**config.mk**
```make
export PLATFORM = sky130hd
export DESIGN_NAME = circular_queue_with_search
export DESIGN_NICKNAME = d
export VERILOG_FILES = /design/src/rtl/core/cqs_pkg.sv /design/src/rtl/core/circular_queue_with_search.sv
export SDC_FILE = /design/constraint.sdc
export NUM_CORES = 1
export LEC_CHECK = 0
export ABC_AREA = 1
export BUFFER_PORTS_ARGS = -buffer_cell sky130_fd_sc_hd__buf_4
export CAP_MARGIN = 5
export CORE_ASPECT_RATIO = 0.6
export CORE_MARGIN = 5
export CORE_UTILIZATION = 50
export DETAILED_ROUTE_END_ITERATION = 6
export PLACE_DENSITY = 0.77
export SLEW_MARGIN = 20
export SYNTH_ARGS = -nofsm -noshare
export SYNTH_HDL_FRONTEND = slang
export SYNTH_SLANG_ARGS = --single-unit
```
**constraint.sdc**
```tcl
create_clock -name i_clk -period 6.15 [get_ports i_clk]
set_input_delay 0.615 -clock i_clk [delete_from_list [all_inputs] [get_ports i_clk]]
set_output_delay 0.615 -clock i_clk [all_outputs]
set_load 0.01 [all_outputs]
```
**src/rtl/core/cqs_pkg.sv**
```systemverilog
// Package for the circular queue with search.
// Holds the operation codes, used by the core, and the result status codes shared by the core and its checker.
// No dependencies.
package cqs_pkg;

    localparam int unsigned KindW   = 3;
    localparam int unsigned StatusW = 2;
    localparam int unsigned ValueW  = 32;

    typedef enum logic [KindW-1:0] {
        KIND_ENQUEUE = 3'd0,
        KIND_DEQUEUE = 3'd1,
        KIND_UPDATE  = 3'd2,
        KIND_SEARCH  = 3'd3,
        KIND_COUNT   = 3'd4
    } t_kind;

    typedef enum logic [StatusW-1:0] {
        ST_OK        = 2'd0,
        ST_FULL      = 2'd1,
        ST_EMPTY     = 2'd2,
        ST_NOT_FOUND = 2'd3
    } t_status;

endpackage

```
**src/rtl/core/circular_queue_with_search.sv**
```systemverilog
// Ring-buffer queue of signed 32-bit values with enqueue, dequeue, update, search and count.
// Depends on cqs_pkg; the slot storage is a one-port-read, one-port-write synchronous memory.
//
//  Channel   Dir  Handshake              Payload
//  s_axis    in   tvalid/tready          tdata: item_value, replacement; tuser: kind
//  m_axis    out  tvalid/tready          tdata: status, head_value, occupancy
//
// Enqueue, count and refused requests go straight to the result step; dequeue passes through
// a read step, and update and search through a scan. The scan reads one slot per cycle
// through the memory's single read port, visiting entries in order from the head. Reset
// (synchronous, active low) empties the queue at once; slot contents are not cleared. A
// result waits in the output register while the next request is taken; a finished request
// holds in its last step until that register frees up.
module circular_queue_with_search
    import cqs_pkg::*;
#(
    parameter int unsigned DEPTH = 8
) (
    input  logic i_clk,
    input  logic i_rst_n,

    input  logic                     s_axis_tvalid,
    output logic                     s_axis_tready,
    // [31:0] item_value, [63:32] replacement
    input  logic [2*ValueW-1:0]      s_axis_tdata,
    // [2:0] kind
    input  logic [KindW-1:0]         s_axis_tuser,

    output logic                     m_axis_tvalid,
    input  logic                     m_axis_tready,
    // [1:0] status, [33:2] head_value, then occupancy, zero fill to whole bytes
    output logic [((StatusW+ValueW+$clog2(DEPTH+1)+7)/8)*8-1:0] m_axis_tdata
);

    localparam int unsigned AW   = (DEPTH > 1) ? $clog2(DEPTH) : 1;
    localparam int unsigned OW   = $clog2(DEPTH + 1);
    localparam logic [AW-1:0] LastIdx = AW'(DEPTH - 1);
    localparam logic [OW-1:0] FullLvl = OW'(DEPTH);

    typedef enum logic [1:0] {
        S_IDLE,
        S_DEQ,
        S_SCAN,
        S_DONE
    } t_state;

    t_state r_state, n_state;
    logic [AW-1:0] r_head, n_head;
    logic [AW-1:0] r_tail, n_tail;
    logic [OW-1:0] r_fill, n_fill;
    logic [AW-1:0] r_ptr, n_ptr;
    logic [OW-1:0] r_cnt, n_cnt;
    t_kind r_kind, n_kind;
    logic signed [ValueW-1:0] r_val, n_val;
    logic signed [ValueW-1:0] r_rep, n_rep;
    t_status r_status, n_status;
    logic signed [ValueW-1:0] r_head_val, n_head_val;

    logic r_out_valid, n_out_valid;
    t_status r_out_status, n_out_status;
    logic signed [ValueW-1:0] r_out_head, n_out_head;
    logic [OW-1:0] r_out_occ, n_out_occ;

    // Slot storage.
    logic [ValueW-1:0] mem [DEPTH];
    logic [ValueW-1:0] r_rd_data;
    logic              mem_we;
    logic [AW-1:0]     mem_waddr;
    logic [ValueW-1:0] mem_wdata;
    logic              mem_re;
    logic [AW-1:0]     mem_raddr;

    logic in_take;
    logic out_free;

    function automatic logic [AW-1:0] wrap_next(input logic [AW-1:0] p);
        return (p == LastIdx) ? '0 : AW'(p + 1'b1);
    endfunction

    assign s_axis_tready = (r_state == S_IDLE);
    assign in_take       = s_axis_tvalid && s_axis_tready;
    assign out_free      = !r_out_valid || m_axis_tready;

    always_comb begin
        n_state      = r_state;
        n_head       = r_head;
        n_tail       = r_tail;
        n_fill       = r_fill;
        n_ptr        = r_ptr;
        n_cnt        = r_cnt;
        n_kind       = r_kind;
        n_val        = r_val;
        n_rep        = r_rep;
        n_status     = r_status;
        n_head_val   = r_head_val;
        n_out_valid  = r_out_valid && !m_axis_tready;
        n_out_status = r_out_status;
        n_out_head   = r_out_head;
        n_out_occ    = r_out_occ;
        mem_we       = 1'b0;
        mem_waddr    = r_tail;
        mem_wdata    = r_val;
        mem_re       = 1'b0;
        mem_raddr    = r_head;

        case (r_state)
            S_IDLE: begin
                if (in_take) begin
                    n_kind     = t_kind'(s_axis_tuser);
                    n_val      = s_axis_tdata[ValueW-1:0];
                    n_rep      = s_axis_tdata[2*ValueW-1:ValueW];
                    n_status   = ST_OK;
                    n_head_val = '0;
                    n_ptr      = r_head;
                    n_cnt      = '0;
                    n_state    = S_DONE;
                    case (t_kind'(s_axis_tuser))
                        KIND_ENQUEUE: begin
                            if (r_fill == FullLvl) begin
                                n_status = ST_FULL;
                            end else begin
                                mem_we    = 1'b1;
                                mem_waddr = r_tail;
                                mem_wdata = s_axis_tdata[ValueW-1:0];
                                n_tail    = wrap_next(r_tail);
                                n_fill    = OW'(r_fill + 1'b1);
                            end
                        end
                        KIND_DEQUEUE: begin
                            if (r_fill == '0) begin
                                n_status = ST_EMPTY;
                            end else begin
                                mem_re    = 1'b1;
                                mem_raddr = r_head;
                                n_state   = S_DEQ;
                            end
                        end
                        KIND_UPDATE, KIND_SEARCH: begin
                            if (r_fill == '0) begin
                                n_status = ST_EMPTY;
                            end else begin
                                mem_re    = 1'b1;
                                mem_raddr = r_head;
                                n_state   = S_SCAN;
                            end
                        end
                        default: begin
                        end
                    endcase
                end
            end
            S_DEQ: begin
                n_head_val = r_rd_data;
                n_head     = wrap_next(r_head);
                n_fill     = OW'(r_fill - 1'b1);
                n_state    = S_DONE;
            end
            S_SCAN: begin
                // r_rd_data holds the slot at r_ptr; the next slot is fetched meanwhile unless the scan ends.
                if (r_rd_data == r_val) begin
                    if (r_kind == KIND_UPDATE) begin
                        mem_we    = 1'b1;
                        mem_waddr = r_ptr;
                        mem_wdata = r_rep;
                    end
                    n_state = S_DONE;
                end else if (OW'(r_cnt + 1'b1) == r_fill) begin
                    n_status = ST_NOT_FOUND;
                    n_state  = S_DONE;
                end else begin
                    mem_re    = 1'b1;
                    mem_raddr = wrap_next(r_ptr);
                    n_ptr     = wrap_next(r_ptr);
                    n_cnt     = OW'(r_cnt + 1'b1);
                end
            end
            S_DONE: begin
                if (out_free) begin
                    n_out_valid  = 1'b1;
                    n_out_status = r_status;
                    n_out_head   = r_head_val;
                    n_out_occ    = r_fill;
                    n_state      = S_IDLE;
                end
            end
            default: begin
                n_state = S_IDLE;
            end
        endcase
    end

    always_ff @(posedge i_clk) begin
        if (!i_rst_n) begin
            r_state     <= S_IDLE;
            r_head      <= '0;
            r_tail      <= '0;
            r_fill      <= '0;
            r_out_valid <= 1'b0;
        end else begin
            r_state     <= n_state;
            r_head      <= n_head;
            r_tail      <= n_tail;
            r_fill      <= n_fill;
            r_out_valid <= n_out_valid;
        end
        r_ptr        <= n_ptr;
        r_cnt        <= n_cnt;
        r_kind       <= n_kind;
        r_val        <= n_val;
        r_rep        <= n_rep;
        r_status     <= n_status;
        r_head_val   <= n_head_val;
        r_out_status <= n_out_status;
        r_out_head   <= n_out_head;
        r_out_occ    <= n_out_occ;
    end

    always_ff @(posedge i_clk) begin
        if (mem_we) begin
            mem[mem_waddr] <= mem_wdata;
        end
        if (mem_re) begin
            r_rd_data <= mem[mem_raddr];
        end
    end

    assign m_axis_tvalid = r_out_valid;

    always_comb begin
        m_axis_tdata = '0;
        m_axis_tdata[StatusW-1:0]                = r_out_status;
        m_axis_tdata[StatusW +: ValueW]          = r_out_head;
        m_axis_tdata[StatusW + ValueW +: OW]     = r_out_occ;
    end

endmodule

```
* After elaboration in Yosys (flattened, before gate mapping)
Memory sizes are Yosys's and may differ from the RTL's. A register that Yosys moved wholly into a read port is not among the register bits.
Index checks and enable logic that the tools add are counted.
** Storage, ports and cells
- Bits in registers :: 159
- Memories kept :: 1
- Output and inout bits :: 42
- RAM bits :: 256
- Input bits :: 71
** Cells by class
- Add/subtract/negate cells :: 6
- Equality and inequality tests :: 21
- Bitwise operators :: 1
- Mux-type cells :: 59
- Reduce and logical (&&, ||, !) cells :: 20
** Memory list
- mem :: depth 8, width 32, read ports 1, clocked after memory_dff 1, write ports 1, RTL line circular_queue_with_search.sv:65 : logic [ValueW-1:0] mem [DEPTH];
** Operators with widths (count)
- 2-to-1 mux 32 bit :: 6
- case mux 32 bit (2 select lines) :: 2
- 2-to-1 mux 3 bit :: 12
- equality test 32 bit :: 1
- 2-to-1 mux 4 bit :: 6
- 2-to-1 mux 1 bit :: 16
- 2-to-1 mux 2 bit :: 8
- case mux 4 bit (2 select lines) :: 2
- AND reduction 4 bit :: 4
- case mux 2 bit (2 select lines) :: 3
- != test 2 bit (second input constant) :: 5
- adder 3 x 1 -> 3 bit (second input constant) :: 3
- equality test 3 x 2 -> 1 bit (second input constant) :: 3
- equality test 3 bit (second input constant) :: 3
- adder 4 x 1 -> 4 bit (second input constant) :: 2
- case mux 2 bit (4 select lines) :: 1
- case mux 3 bit (2 select lines) :: 1
- AND reduction 2 bit :: 3
- equality test 2 bit (second input constant) :: 2
- equality test 4 bit :: 1
- equality test 4 bit (second input constant) :: 1
- zero test 4 bit :: 1
- != test 2 x 1 -> 1 bit (second input constant) :: 2
- case mux 1 bit (2 select lines) :: 2
- 14 further kinds :: 17

* Longest topological paths before layout
- Word-level depth :: 7
- Gate-level depth with buffers :: 18
- Depth with buffers taken out :: 16

* Least setup slack after synthesis
No wires, ideal clock.
- Kind :: reg-to-reg
- From :: reg r_state[0]
- To :: reg r_rd_data[0] (read register of mem), enable pin
- Path slack :: 1.111 ns
- Setup time :: 0.466 ns
- Cell stages (with the launch flop) :: 7
- Data arrival time :: 4.573 ns
- Clock period less this slack :: 5.039 ns
- Data required time :: 5.684 ns
- Cell sequence :: dfxtp_1 -> inv_1 -> ha_1 -> nand2_1 -> inv_1 -> nand2_1 -> o21ai_0
** Between the ends
- Word-level cells in the longest chain between the ends :: 4
- Elaborated cells on any way between the ends :: 6
- Classes of those cells :: eq/ne: 1; mux: 3; reduce/logical: 2
** Ends and longest elaborated chain
- start, declared :: RTL line circular_queue_with_search.sv:47 : t_state r_state, n_state;
- start signal, assigned :: RTL line circular_queue_with_search.sv:200 : r_state <= n_state;
- zero test 2 bit * :: RTL line circular_queue_with_search.sv:80 : assign s_axis_tready = (r_state == S_IDLE);
- net s_axis_tready :: RTL line circular_queue_with_search.sv:23 : output logic s_axis_tready,
- logical AND 1 bit :: RTL line circular_queue_with_search.sv:81 : assign in_take = s_axis_tvalid && s_axis_tready;
- 2-to-1 mux 1 bit :: RTL line circular_queue_with_search.sv:108 : if (in_take) begin
- case mux 1 bit (2 select lines) * :: RTL line circular_queue_with_search.sv:106 : case (r_state)
- net mem_re :: RTL line circular_queue_with_search.sv:70 : logic mem_re;
- end, declared :: RTL line circular_queue_with_search.sv:66 : logic [ValueW-1:0] r_rd_data;
The timed path passes the listed nets; every way through them passes the cells marked *.
A chain may end at the register's enable or synchronous reset.

* Final worst setup path
- From :: reg r_rd_data[6] (read register of mem)
- To :: mem mem[7][11], enable pin
** Between the ends
- Word-level cells in the longest chain between the ends :: 5
- Elaborated cells on any way between the ends :: 7
- Classes of those cells :: eq/ne: 1; mux: 6
** Ends and longest elaborated chain
- equality test 32 bit * :: RTL line circular_queue_with_search.sv:160 : if (r_rd_data == r_val) begin
- 2-to-1 mux 1 bit :: RTL line circular_queue_with_search.sv:160
- case mux 1 bit (2 select lines) :: RTL line circular_queue_with_search.sv:106
- 2-to-1 mux 1 bit :: RTL line circular_queue_with_search.sv:219 : if (mem_we) begin
- 2-to-1 mux 1 bit (not written as such) :: RTL line circular_queue_with_search.sv:220 : mem[mem_waddr] <= mem_wdata;
- end, declared :: RTL line circular_queue_with_search.sv:65
Every way passes the cells marked *; elsewhere a longest branch is shown, timed or not.

==> flow_summary.toml <==
[clock_network]
clk_pin_slew_worst_paths_ns = 0.06
cts_sinks = 447
cts_hold_buf = 0
htree_levels = 2
clk_latency_ns = 0.54
cts_inserted_buffers = 39
ctsResizeCount = 0
clockBufferDepth = 3
post_cts_buffers = 0
cts_tree = "yes"
cts_root_buf = "clkbuf_16"

[layout]
syn2layout_area_growth_pct = 13.1
final_nets = 2040
drive_above_1_share = 0.111
antenna_cells = 0

[synthesis]
ys_ff_latch = 447
ys_seq_area_frac = 0.676
syn-cell-area_um2 = 19700
synth_common_cells = "434 x edfxtp_1, 429 x nand2_1, 348 x inv_1, 343 x nand3_1, 54 x o21ai_0"
synth_cell_types = 37
netlist_instances = 1868
synth-edff-count = 434
synth_top_area_frac = 0.663
synth-async-reset-ratio = 0
yosys_warnings = 0
yosys.area.top_type = "edfxtp_1"
ys_top_cells_by_area = "edfxtp_1 66%, nand3_1 8.7%, nand2_1 8.2%"
yosysMostFrequentCell = "edfxtp_1"
avgSynthCellArea_um2 = 10.5
synthFlopType = "edfxtp_1"

[timing]
setup_ws_ns = 2.09
max_slew.worst_pin.slew_ns = 1.10
tns_ns = 0
max_freq_mhz = 247
skew_ns = 0.00981
rsz0062_at_grt = "false"
finalCritPeriodShare = 0.659
fin_crit_ns = 4.06
hold_viol_final = 0
maxSlewHeadroom = 0.270
final_max_slew_viol_count = 0
setup_viol = 0

[floorplanning]
core_um2 = 39000
die_h_um = 164
rows = 56
die_area_um2 = 43500
start_util = 0.505
die_x_um = 266
ios = 113

[global_routing]
overflow = 0
track_usage = 0.212
grt_max_degree = 95
grt_pass1_vias = 13500
grt_antenna_before_repair = 0
grt_pass1_wl_um = 73200

[pwr]
power.density_nw_per_um2 = 454
p_leak_nw = 9.58
p_switching_w = 0.00369
ir_worst_vdd_uv = 364
share_seq_of_total_power = 0.444
p_sw_frac = 0.365
comb_power_share = 0.327
p_int_w = 0.00642
finalPower_w = 0.0101
pwr-share-clk = 0.229

[routing]
route.vias.total = 13700
antenna_left = 0
first_iter_violations = 1790
drc_errors = 0
viasPerCell = 5.46
wl_um = 46900
dr.pass1.iters = 6
wl_per_cell_um = 18.7

[setup_path]
critPathArrivalTime_ns = 4.30
cp_max_fo = 24
cp-start-kind = "flop"
critPathKind = "flop to flop"
cp.required_ns = 6.40
end_kind = "flop"

[place]
io_buffers = 110
place_ws_ns = 2.24
gp_congestion = 0.874
dp_hpwl_um = 29700

[hold_path]
hold_path.class = "input pin to flop"

[run]
drv_cap = 0

[run_status]
status = "finished, final reports clean"
## final cells by class
| cell class | instances | area [um2] |
|---|---|---|
| multi-input combinational | 975 | 4690 |
| fill | 3128 | 16700 |
| tap | 522 | 653 |
| clock buffer | 49 | 1060 |
| inverter | 355 | 1330 |
| sequential | 447 | 13300 |
| timing repair buffer | 137 | 1120 |
| clock inverter | 18 | 105 |
## flip-flops by register name (all words and copies together) (netlist names), 4 cells and up
signal / cells
r_fill: 4
r_rep: 32
r_out_head: 32
r_val: 32
r_head_val: 32
mem: 256
r_rd_data: 32
r_cnt: 4
r_out_occ: 4
## worst max-delay path, cell delays in order, from the launching register on
cell and delay (ns):
edfxtp_1 0.46, xnor2_1 0.26, nand2_1 0.09, nor2_1 0.12, nand2_1 0.08, nor2_2 0.20
nand2_2 0.22, nor2_4 0.41, nand2_1 0.28, nand2_1 0.16, o211ai_1 0.35, nor2_4 0.84
buf_4 0.28
## worst paths after layout
path                     from        endpoint  slack, ns  depth (start not counted)
max              r_rd_data[6]      mem[7][11]       2.09                         12
min          s_axis_tdata[53]       r_rep[21]       0.25                          1
max reg2reg      r_rd_data[6]      mem[7][11]       2.09                         12
min reg2reg    r_head_val[28]  r_out_head[28]       0.42                          0
## layout by cell type (no fill, tap or decap), drive strengths merged, types with 2 or more instances in the layout
master	netlist	routed
a21oi	34	34
buf	68	137
clkbuf	24	49
clkinv	1	18
conb	1	2
dfxtp	13	13
edfxtp	434	434
ha	13	13
inv	354	354
nand2	433	433
nand3	344	344
nor2	47	47
nor3	5	5
o211ai	16	16
o21ai	54	54
xnor2	17	17
## cells by family after synthesis
family	after synthesis	share of synthesized area
AO/OA/AOI/OAI	110	0.0313
buffers and inverters	447	0.0923
XOR/XNOR	18	0.00802
flip-flops	447	0.676
AND/OR/NAND/NOR	831	0.183
other	1	0.000191
adder cells (fa/ha/maj)	14	0.00929
## power by group through the flow
stage | registers [W] | logic [W] | clock network [W]
floorplan | 0.00445 | 0.00233 | 0
global placement | 0.00453 | 0.00312 | 0
detailed placement | 0.00455 | 0.00324 | 0
CTS | 0.00449 | 0.00326 | 0.00234
global route | 0.00452 | 0.00369 | 0.00248
finish | 0.00449 | 0.00331 | 0.00231
## stage by stage
step                      utilization  cells  instance area, um2  hold slack (ns)
after global placement          0.538   2431               21000            0.402
after detailed placement        0.538   2431               21000            0.405
after CTS                       0.568   2498               22100            0.230
after floorplan                     -   1869               19700            0.400
final                           0.571   2503               22300            0.249
after global routing            0.571   2503               22300            0.226
## layer usage
layer / vias to the layer above / track usage / share of wire
li1: 6313 / - / -
met1: 6541 / 0.293 / 0.40
met2: 680 / 0.346 / 0.48
met3: 121 / 0.0378 / 0.088
met4: 0 / 0.0678 / 0.030
met5: - / 0 / 0
Note: power is estimated with default switching activity, not from simulation.
